**src/rtl/core/bapd_pkg.sv**
```systemverilog
`timescale 1ns / 1ps
package bapd_pkg;

  // Field widths.
  localparam int GyroW   = 16;
  localparam int AngleW  = 17;
  localparam int GainW   = 16;
  localparam int DeadW   = 16;
  localparam int DriveW  = 24;
  localparam int RateW   = 18;
  localparam int QuotW   = 17;
  localparam int CfgIdxW = 4;
  localparam int CfgDatW = 24;

  // Internal arithmetic widths.
  localparam int NumW    = 24;  // biased rate numerator, always positive
  localparam int RecipW  = 25;
  localparam int RecipSh = 31;
  localparam int AErrW   = 18;
  localparam int RErrW   = 19;
  localparam int DiffW   = 19;
  localparam int AccelW  = 24;
  localparam int PAngW   = GainW + AErrW;
  localparam int PAccW   = GainW + AccelW;
  localparam int PRateW  = GainW + RErrW;
  localparam int SumW    = 42;
  localparam int LawW    = SumW - 12;
  localparam int DzW     = 32;

  // The rate numerator gyro*160 + 41 is biased by 82*65536 so that it stays
  // positive; floor(m/82) comes from the reciprocal 2^31/82 rounded up, which
  // is exact over the whole numerator range.
  localparam logic [NumW-1:0]   NumBias = NumW'(82 * 65536 + 41);
  localparam logic [RecipW-1:0] Recip82 = RecipW'(26188825);
  localparam logic [RateW-1:0]  QuotBias = RateW'(65536);
  localparam logic signed [LawW-1:0] DeadKnee = LawW'(256);

  // Register indexes.
  typedef enum logic [CfgIdxW-1:0] {
    REG_KP        = 4'd0,
    REG_KI        = 4'd1,
    REG_KD        = 4'd2,
    REG_ANGLE_SET = 4'd3,
    REG_RATE_SET  = 4'd4,
    REG_DEAD      = 4'd5,
    REG_OUT_MAX   = 4'd6,
    REG_OUT_MIN   = 4'd7
  } reg_index_t;

  typedef struct packed {
    logic signed [GainW-1:0]  kp;
    logic signed [GainW-1:0]  ki;
    logic signed [GainW-1:0]  kd;
    logic signed [AngleW-1:0] angle_set;
    logic signed [AngleW-1:0] rate_set;
    logic        [DeadW-1:0]  dead;
    logic signed [DriveW-1:0] out_max;
    logic signed [DriveW-1:0] out_min;
  } ctrl_cfg_t;

endpackage

```
**src/rtl/core/bapd_regs.sv**
```systemverilog
`timescale 1ns / 1ps
module bapd_regs
  import bapd_pkg::*;
(
  input  logic               clk,
  input  logic               rst,
  input  logic               cfg_valid,
  input  logic [CfgIdxW-1:0] cfg_index,
  input  logic [CfgDatW-1:0] cfg_data,
  output ctrl_cfg_t          cfg
);

  always_ff @(posedge clk) begin
    if (rst) begin
      cfg.kp        <= 16'sd10240;
      cfg.ki        <= -16'sd4096;
      cfg.kd        <= 16'sd4096;
      cfg.angle_set <= '0;
      cfg.rate_set  <= '0;
      cfg.dead      <= '0;
      cfg.out_max   <= 24'sd25600;
      cfg.out_min   <= -24'sd25600;
    end else if (cfg_valid) begin
      case (reg_index_t'(cfg_index))
        REG_KP:        cfg.kp        <= cfg_data[GainW-1:0];
        REG_KI:        cfg.ki        <= cfg_data[GainW-1:0];
        REG_KD:        cfg.kd        <= cfg_data[GainW-1:0];
        REG_ANGLE_SET: cfg.angle_set <= cfg_data[AngleW-1:0];
        REG_RATE_SET:  cfg.rate_set  <= cfg_data[AngleW-1:0];
        REG_DEAD:      cfg.dead      <= cfg_data[DeadW-1:0];
        REG_OUT_MAX:   cfg.out_max   <= cfg_data[DriveW-1:0];
        REG_OUT_MIN:   cfg.out_min   <= cfg_data[DriveW-1:0];
        default: ;
      endcase
    end
  end

endmodule

```
**src/rtl/core/balance_angle_pd_motor_drive.sv**
```systemverilog
`timescale 1ns / 1ps
// Channel   Direction  Handshake                 Payload
// s_axis    in         s_axis_tvalid/tready      tdata: gyro_raw, tilt_angle
// m_axis    out        m_axis_tvalid/tready      tdata: motor_drive; tuser: saturated
// cfg       in         cfg_valid/cfg_ready       cfg_index, cfg_data
//
// One item per cycle sustained while m_axis takes results; each result passes
// the input register and the registers after the rate divide, the gain
// products, the sum and the dead zone and clamp. Reset is synchronous and clears
// all valid bits, the stored rate and the registers to their defaults. A stall
// on m_axis backs up only as far as the first empty stage; configuration
// writes are always taken.
module balance_angle_pd_motor_drive
  import bapd_pkg::*;
(
  input  logic               clk,
  input  logic               rst,
  input  logic               s_axis_tvalid,
  output logic               s_axis_tready,
  input  logic [39:0]        s_axis_tdata,   // [15:0] gyro_raw, [32:16] tilt_angle
  output logic               m_axis_tvalid,
  input  logic               m_axis_tready,
  output logic [23:0]        m_axis_tdata,   // [23:0] motor_drive
  output logic               m_axis_tuser,   // [0] saturated
  input  logic               cfg_valid,
  output logic               cfg_ready,
  input  logic [CfgIdxW-1:0] cfg_index,
  input  logic [CfgDatW-1:0] cfg_data
);

  ctrl_cfg_t cfg;

  assign cfg_ready = 1'b1;

  bapd_regs u_regs (
    .clk       (clk),
    .rst       (rst),
    .cfg_valid (cfg_valid),
    .cfg_index (cfg_index),
    .cfg_data  (cfg_data),
    .cfg       (cfg)
  );

  // Stage valid bits and the ready chain.
  logic v1, v2, v3, v4, vo;
  logic rdy1, rdy2, rdy3, rdy4, rdyo;

  assign rdyo = !vo || m_axis_tready;
  assign rdy4 = !v4 || rdyo;
  assign rdy3 = !v3 || rdy4;
  assign rdy2 = !v2 || rdy3;
  assign rdy1 = !v1 || rdy2;
  assign s_axis_tready = rdy1;

  // Stage 1: input register.
  logic signed [GyroW-1:0]  gyro1;
  logic signed [AngleW-1:0] tilt1;

  // Stage 2: rate quotient.
  logic [QuotW-1:0]         quot2;
  logic signed [AngleW-1:0] tilt2;

  // Stage 3: gain products.
  logic signed [PAngW-1:0]  p_ang;
  logic signed [PAccW-1:0]  p_acc;
  logic signed [PRateW-1:0] p_rate;
  logic signed [RateW-1:0]  previous_rate;

  // Stage 4: control law before dead zone.
  logic signed [LawW-1:0]   law;

  // Output register.
  logic signed [DriveW-1:0] drive;
  logic                     sat;

  // Rate from the raw gyro word: floor((gyro*160 + 41) / 82).
  logic signed [NumW:0]            g_ext;
  logic [NumW-1:0]                 num;
  logic [NumW+RecipW-1:0]          quot_prod;

  assign g_ext     = (NumW+1)'(gyro1);
  assign num       = NumW'((g_ext <<< 7) + (g_ext <<< 5) + $signed({1'b0, NumBias}));
  assign quot_prod = num * Recip82;

  // Rate error, angle error and acceleration.
  logic signed [RateW-1:0]  rate;
  logic signed [DiffW-1:0]  diff;
  logic signed [AccelW-1:0] accel;
  logic signed [AErrW-1:0]  a_err;
  logic signed [RErrW-1:0]  r_err;

  assign rate  = $signed(RateW'({1'b0, quot2}) - QuotBias);
  assign diff  = DiffW'(rate) - DiffW'(previous_rate);
  assign accel = (AccelW'(diff) <<< 4) + (AccelW'(diff) <<< 2);
  assign a_err = AErrW'(cfg.angle_set) - AErrW'(tilt2);
  assign r_err = RErrW'(cfg.rate_set) - RErrW'(rate);

  logic signed [SumW-1:0] sum;
  assign sum = SumW'(p_ang) + SumW'(p_acc) + SumW'(p_rate);

  // Dead zone and clamp. The lower limit is applied last, so inverted limits
  // end at out_min.
  logic signed [DzW-1:0] dz;
  logic signed [DzW-1:0] dmax, dmin;
  logic signed [DzW-1:0] after_max;
  logic                  hit_max, hit_min;
  logic signed [DriveW-1:0] drive_next;
  logic                  sat_next;

  always_comb begin
    if (law > DeadKnee) begin
      dz = DzW'(law) + $signed({{(DzW-DeadW){1'b0}}, cfg.dead});
    end else if (law < -DeadKnee) begin
      dz = DzW'(law) - $signed({{(DzW-DeadW){1'b0}}, cfg.dead});
    end else begin
      dz = DzW'(law);
    end
    dmax      = DzW'(cfg.out_max);
    dmin      = DzW'(cfg.out_min);
    hit_max   = dz > dmax;
    after_max = hit_max ? dmax : dz;
    hit_min   = after_max < dmin;
    drive_next = hit_min ? cfg.out_min : after_max[DriveW-1:0];
    sat_next   = hit_max || hit_min;
  end

  always_ff @(posedge clk) begin
    if (rst) begin
      v1 <= 1'b0;
      v2 <= 1'b0;
      v3 <= 1'b0;
      v4 <= 1'b0;
      vo <= 1'b0;
      previous_rate <= '0;
    end else begin
      if (rdy1) v1 <= s_axis_tvalid;
      if (rdy2) v2 <= v1;
      if (rdy3) v3 <= v2;
      if (rdy4) v4 <= v3;
      if (rdyo) vo <= v4;
      // The stored rate follows each item as it leaves the rate stage.
      if (rdy3 && v2) previous_rate <= rate;
    end
  end

  always_ff @(posedge clk) begin
    if (rdy1) begin
      gyro1 <= s_axis_tdata[15:0];
      tilt1 <= s_axis_tdata[32:16];
    end
    if (rdy2) begin
      quot2 <= quot_prod[RecipSh +: QuotW];
      tilt2 <= tilt1;
    end
    if (rdy3) begin
      p_ang  <= PAngW'(cfg.kp) * PAngW'(a_err);
      p_acc  <= PAccW'(cfg.ki) * PAccW'(accel);
      p_rate <= PRateW'(cfg.kd) * PRateW'(r_err);
    end
    if (rdy4) begin
      law <= sum[SumW-1:12];
    end
    if (rdyo) begin
      drive <= drive_next;
      sat   <= sat_next;
    end
  end

  assign m_axis_tvalid = vo;
  assign m_axis_tdata  = drive;
  assign m_axis_tuser  = sat;

endmodule

```
**config.mk**
```make
export PLATFORM = sky130hd
export DESIGN_NAME = balance_angle_pd_motor_drive
export DESIGN_NICKNAME = d
export VERILOG_FILES = /design/src/rtl/core/bapd_pkg.sv /design/src/rtl/core/bapd_regs.sv /design/src/rtl/core/balance_angle_pd_motor_drive.sv
export SDC_FILE = /design/constraint.sdc
export NUM_CORES = 2
export LEC_CHECK = 0
export BUFFER_PORTS_ARGS = -buffer_cell sky130_fd_sc_hd__buf_2
export CORE_UTILIZATION = 60
export DETAILED_ROUTE_END_ITERATION = 16
export PLACE_DENSITY = 0.85
export SYNTH_ARGS = -nofsm -noshare
export SYNTH_HDL_FRONTEND = slang
export SYNTH_SLANG_ARGS = --single-unit
```
**constraint.sdc**
```tcl
create_clock -name clk -period 10.2 [get_ports clk]
set_input_delay 0 -clock clk [delete_from_list [all_inputs] [get_ports clk]]
set_output_delay 0 -clock clk [all_outputs]
set_load 0.03 [all_outputs]
```
==> impl_results.md <==
- Share of synthesized registers carrying an async set or reset: 0%
- DRT Wirelength: 170000 um
- Core ar.: approximately 0.11 sq mm
- Placed Cells: about 8400
- Area of the die: between 0.1 and 0.15 sq mm
- Fmax: 0.0998 GHz
- DP Wirelength: 136000 um
- CP delay by family, top: adder cells
- Critical R2R Launch: quot2[0]$_DFFE_PP_
- Predominant post-synthesis flop cell: edfxtp_1
- H-tree depth: 2
- Final GP Congestion: 0.976
- Crit path launch: quot2[0]$_DFFE_PP_
- Number of synthesized flops with an enable pin: between 200 and 250
- Setup-failing EPs final: 0
- Register area: 0.0102 sq mm
- Startpoint types: flop
- Remaining global-route overflow: 0
- Max_cap viols: 0
- Layout filler cell count: 8192
- Nets@finish: ~9000
- Tmin final: 10020 ps
- Top Ports: roughly 100
- Pins Over Slew Limit: 0
- Crit. path cell count: 33
- Fraction of layout cells with a size suffix above 1: under 10%
- Fin cells: 8522
- CTS max path bufs: 3
- Cell taking the most area after synthesis: fa_1
- # rows: 121
- Multi-input logic area: 0.0497 sq mm
- Worst-path fanout max: 11
- YS warnings: 0
- Port bufs: 92
- RR Endpoint: p_rate[32]$_DFFE_PP_
- Crit path largest cell delay: between 900 and 1000 ps
- Status: complete, no violations
- Hold Vio Cnt, Final: 0
- Max-slew headroom: 17.3%
- Worst Slack Setup Final: 179 ps
- Post-Route Utilization: 64.7%
- Root buffer cell: clkbuf_16
- Worst Hold Class: in -> reg
- Req. time, crit path: 10480 ps
- CTS Buf Count: 47
- CP Class: reg -> reg
- Mapped Cells: 7005
- Reg2Reg Setup Slack: ~180 ps
- Die X-Extent: 334 um
- Via count: 49215
- Slew @ Worst Pin: 1230 ps
- Area Overhead vs Synth: 6.85%
- Register area share after synthesis: 15.5%
- CTS tree: done
- Vias in the first global route: roughly 53000
- Endpoint class of the critical path: flop
- Most common cell after layout, fill and taps aside: inv_1
- Clk_skew: 77.1 ps
- Clock-pin slew on the worst setup and hold paths: 60 ps
- Final hold slack: approximately 54 ps
- Synth area leaders: fa_1 35%, ha_1 14%, edfxtp_1 10%, inv_1 8.1%, nand2_1 5.1%
- Crit path to: p_rate[32]$_DFFE_PP_
- Final period utilization: between 90% and 100%
- Yosys cell types: 94
- Most Frequent Cell on Critical Path: fa_1
- Starting Density: 60.6%
- FF+latch count, synth: approximately 400
- First-pass GRT wire length: roughly 280000 um
- WP buf/inv: 6
- Clock sink count: ~400
- Data arrival, critical path: slightly above 10000 ps
- Initial antenna violation count: 14
- Router iterations before antenna repair: 9
- GRT Total Usage: 31.4%
- CP max-delay cell: xnor2_1
- Wire per inst: around 20 um
- Avg Inst Size Synth: 9.42 sq um
- DRC: 0
- Die Span Y: roughly 330 um
- First DRT Iteration DRCs: 3648
- Leading cell types in the layout, fill and taps excluded: 1423 x inv_1, 1141 x fa_1, 900 x nand2_1
- Final ANT Viol Nets: 0
- Avg Vias per Cell: between 5 and 6
- Clock latency on the worst-skew pair: 650 ps
- Synthesized net count: 8936
- Yosys top cell area share: 34.7%
- Place WS: -70.0 ps
- Mapped cell area: 0.0660 sq mm
- Worst reg2reg path depth: 33
- Pin count of the biggest net entering global routing: 91
## Yosys cell counts (30+ instances only)
master,n
a21o_1,93
xor2_1,66
nor3_1,55
nand3_1,61
nand2b_1,69
and2_1,334
nor2b_1,76
ha_1,715
a21oi_1,326
o21a_1,48
o21bai_1,34
nand4_1,30
and3_1,34
o21ai_0,126
clkbuf_1,219
fa_1,1143
nor2_1,217
dfxtp_1,168
edfxtp_1,229
a211oi_1,31
inv_1,1425
nand2_1,901
xnor2_1,167
## per-stage QoR
step                cell area [sq um]  TNS, ps
finish                          70500        0
global route                    70500    -40.6
CTS                             70300        0
detailed placement              68100     -109
global placement                68100        0
floorplan                       66000        0
## layer usage
| metal | vias up | GRT usage [%] | part of all wire (%) |
|---|---|---|---|
| met4 | 16 | 14.8 | 5.2 |
| met3 | 542 | 6.31 | 9.1 |
| met2 | 2238 | 53.6 | 48 |
| li1 | 22128 | - | - |
| met1 | 24291 | 38.1 | 37 |
| met5 | - | 0 | 0.060 |
## worst reg2reg max path: cells and delay by family (launching register included)
family / cells / cell delay (ps)
simple gates: 3 / 510
fa+ha+maj: 9 / 3850
xor+xnor: 2 / 1400
compound gates: 13 / 2940
buf+inv: 6 / 660
flops: 1 / 350
## state kept, by name (all words and copies together) (netlist names)
name	count
tilt2	17
m_axis_tvalid	1
v2	1
p_acc	38
m_axis_tuser	1
law	30
u_regs.cfg	146
p_rate	35
p_ang	34
previous_rate	17
tilt1	17
v1	1
quot2	17
v3	1
gyro1	16
m_axis_tdata	24
v4	1
## worst min path at each step
stage,cells past startpoint,start,end,slack (ps)
global route,2,s_axis_tdata[21],tilt1[5]$_DFFE_PP_,50
detailed placement,1,s_axis_tdata[17],tilt1[1]$_DFFE_PP_,180
global placement,1,s_axis_tdata[30],tilt1[14]$_DFFE_PP_,180
CTS,2,s_axis_tdata[29],tilt1[13]$_DFFE_PP_,20
floorplan,0,s_axis_tdata[0],gyro1[0]$_DFFE_PP_,100
finish,2,s_axis_tdata[31],tilt1[15]$_DFFE_PP_,50
## final cells by class
| type | instances | share of cell area, % |
|---|---|---|
| Multi-Input combinational cell | 4932 | 70.4 |
| Sequential cell | 397 | 14.5 |
| Inverter | 1426 | 7.60 |
| Timing Repair Buffer | 258 | 2.65 |
| Tap cell | 1414 | 2.51 |
| Clock buffer | 66 | 1.93 |
| Clock inverter | 22 | 0.357 |
| Antenna cell | 7 | 0.0248 |
## repair_timing
| action | CTS | global route |
|---|---|---|
| endpoints found under the setup margin | 3 | 23 |
| pin swaps | 0 | 5 |
| setup buffers | 0 | 7 |
| hold buffers | 60 | 0 |
| hold endpoints to repair | 180 | 0 |
| resized for setup | 3 | 39 |
## cells by family (layout without fill, tap and decap cells)
family          after synthesis  count (layout)  share of synthesized area (%)
simple gates               1872            1872                           13.4
buf+inv                    1676            1772                           9.62
other cells                   1               8                        0.00568
fa+ha+maj                  1860            1860                           48.2
flops                       397             397                           15.5
mux                          70              70                           1.26
xor+xnor                    234             234                           3.12
compound gates              895             895                           8.82
Power is left out: the tool's default activity adds up to more than one toggle a clock period on the data nets, which glitch-free logic cannot reach.
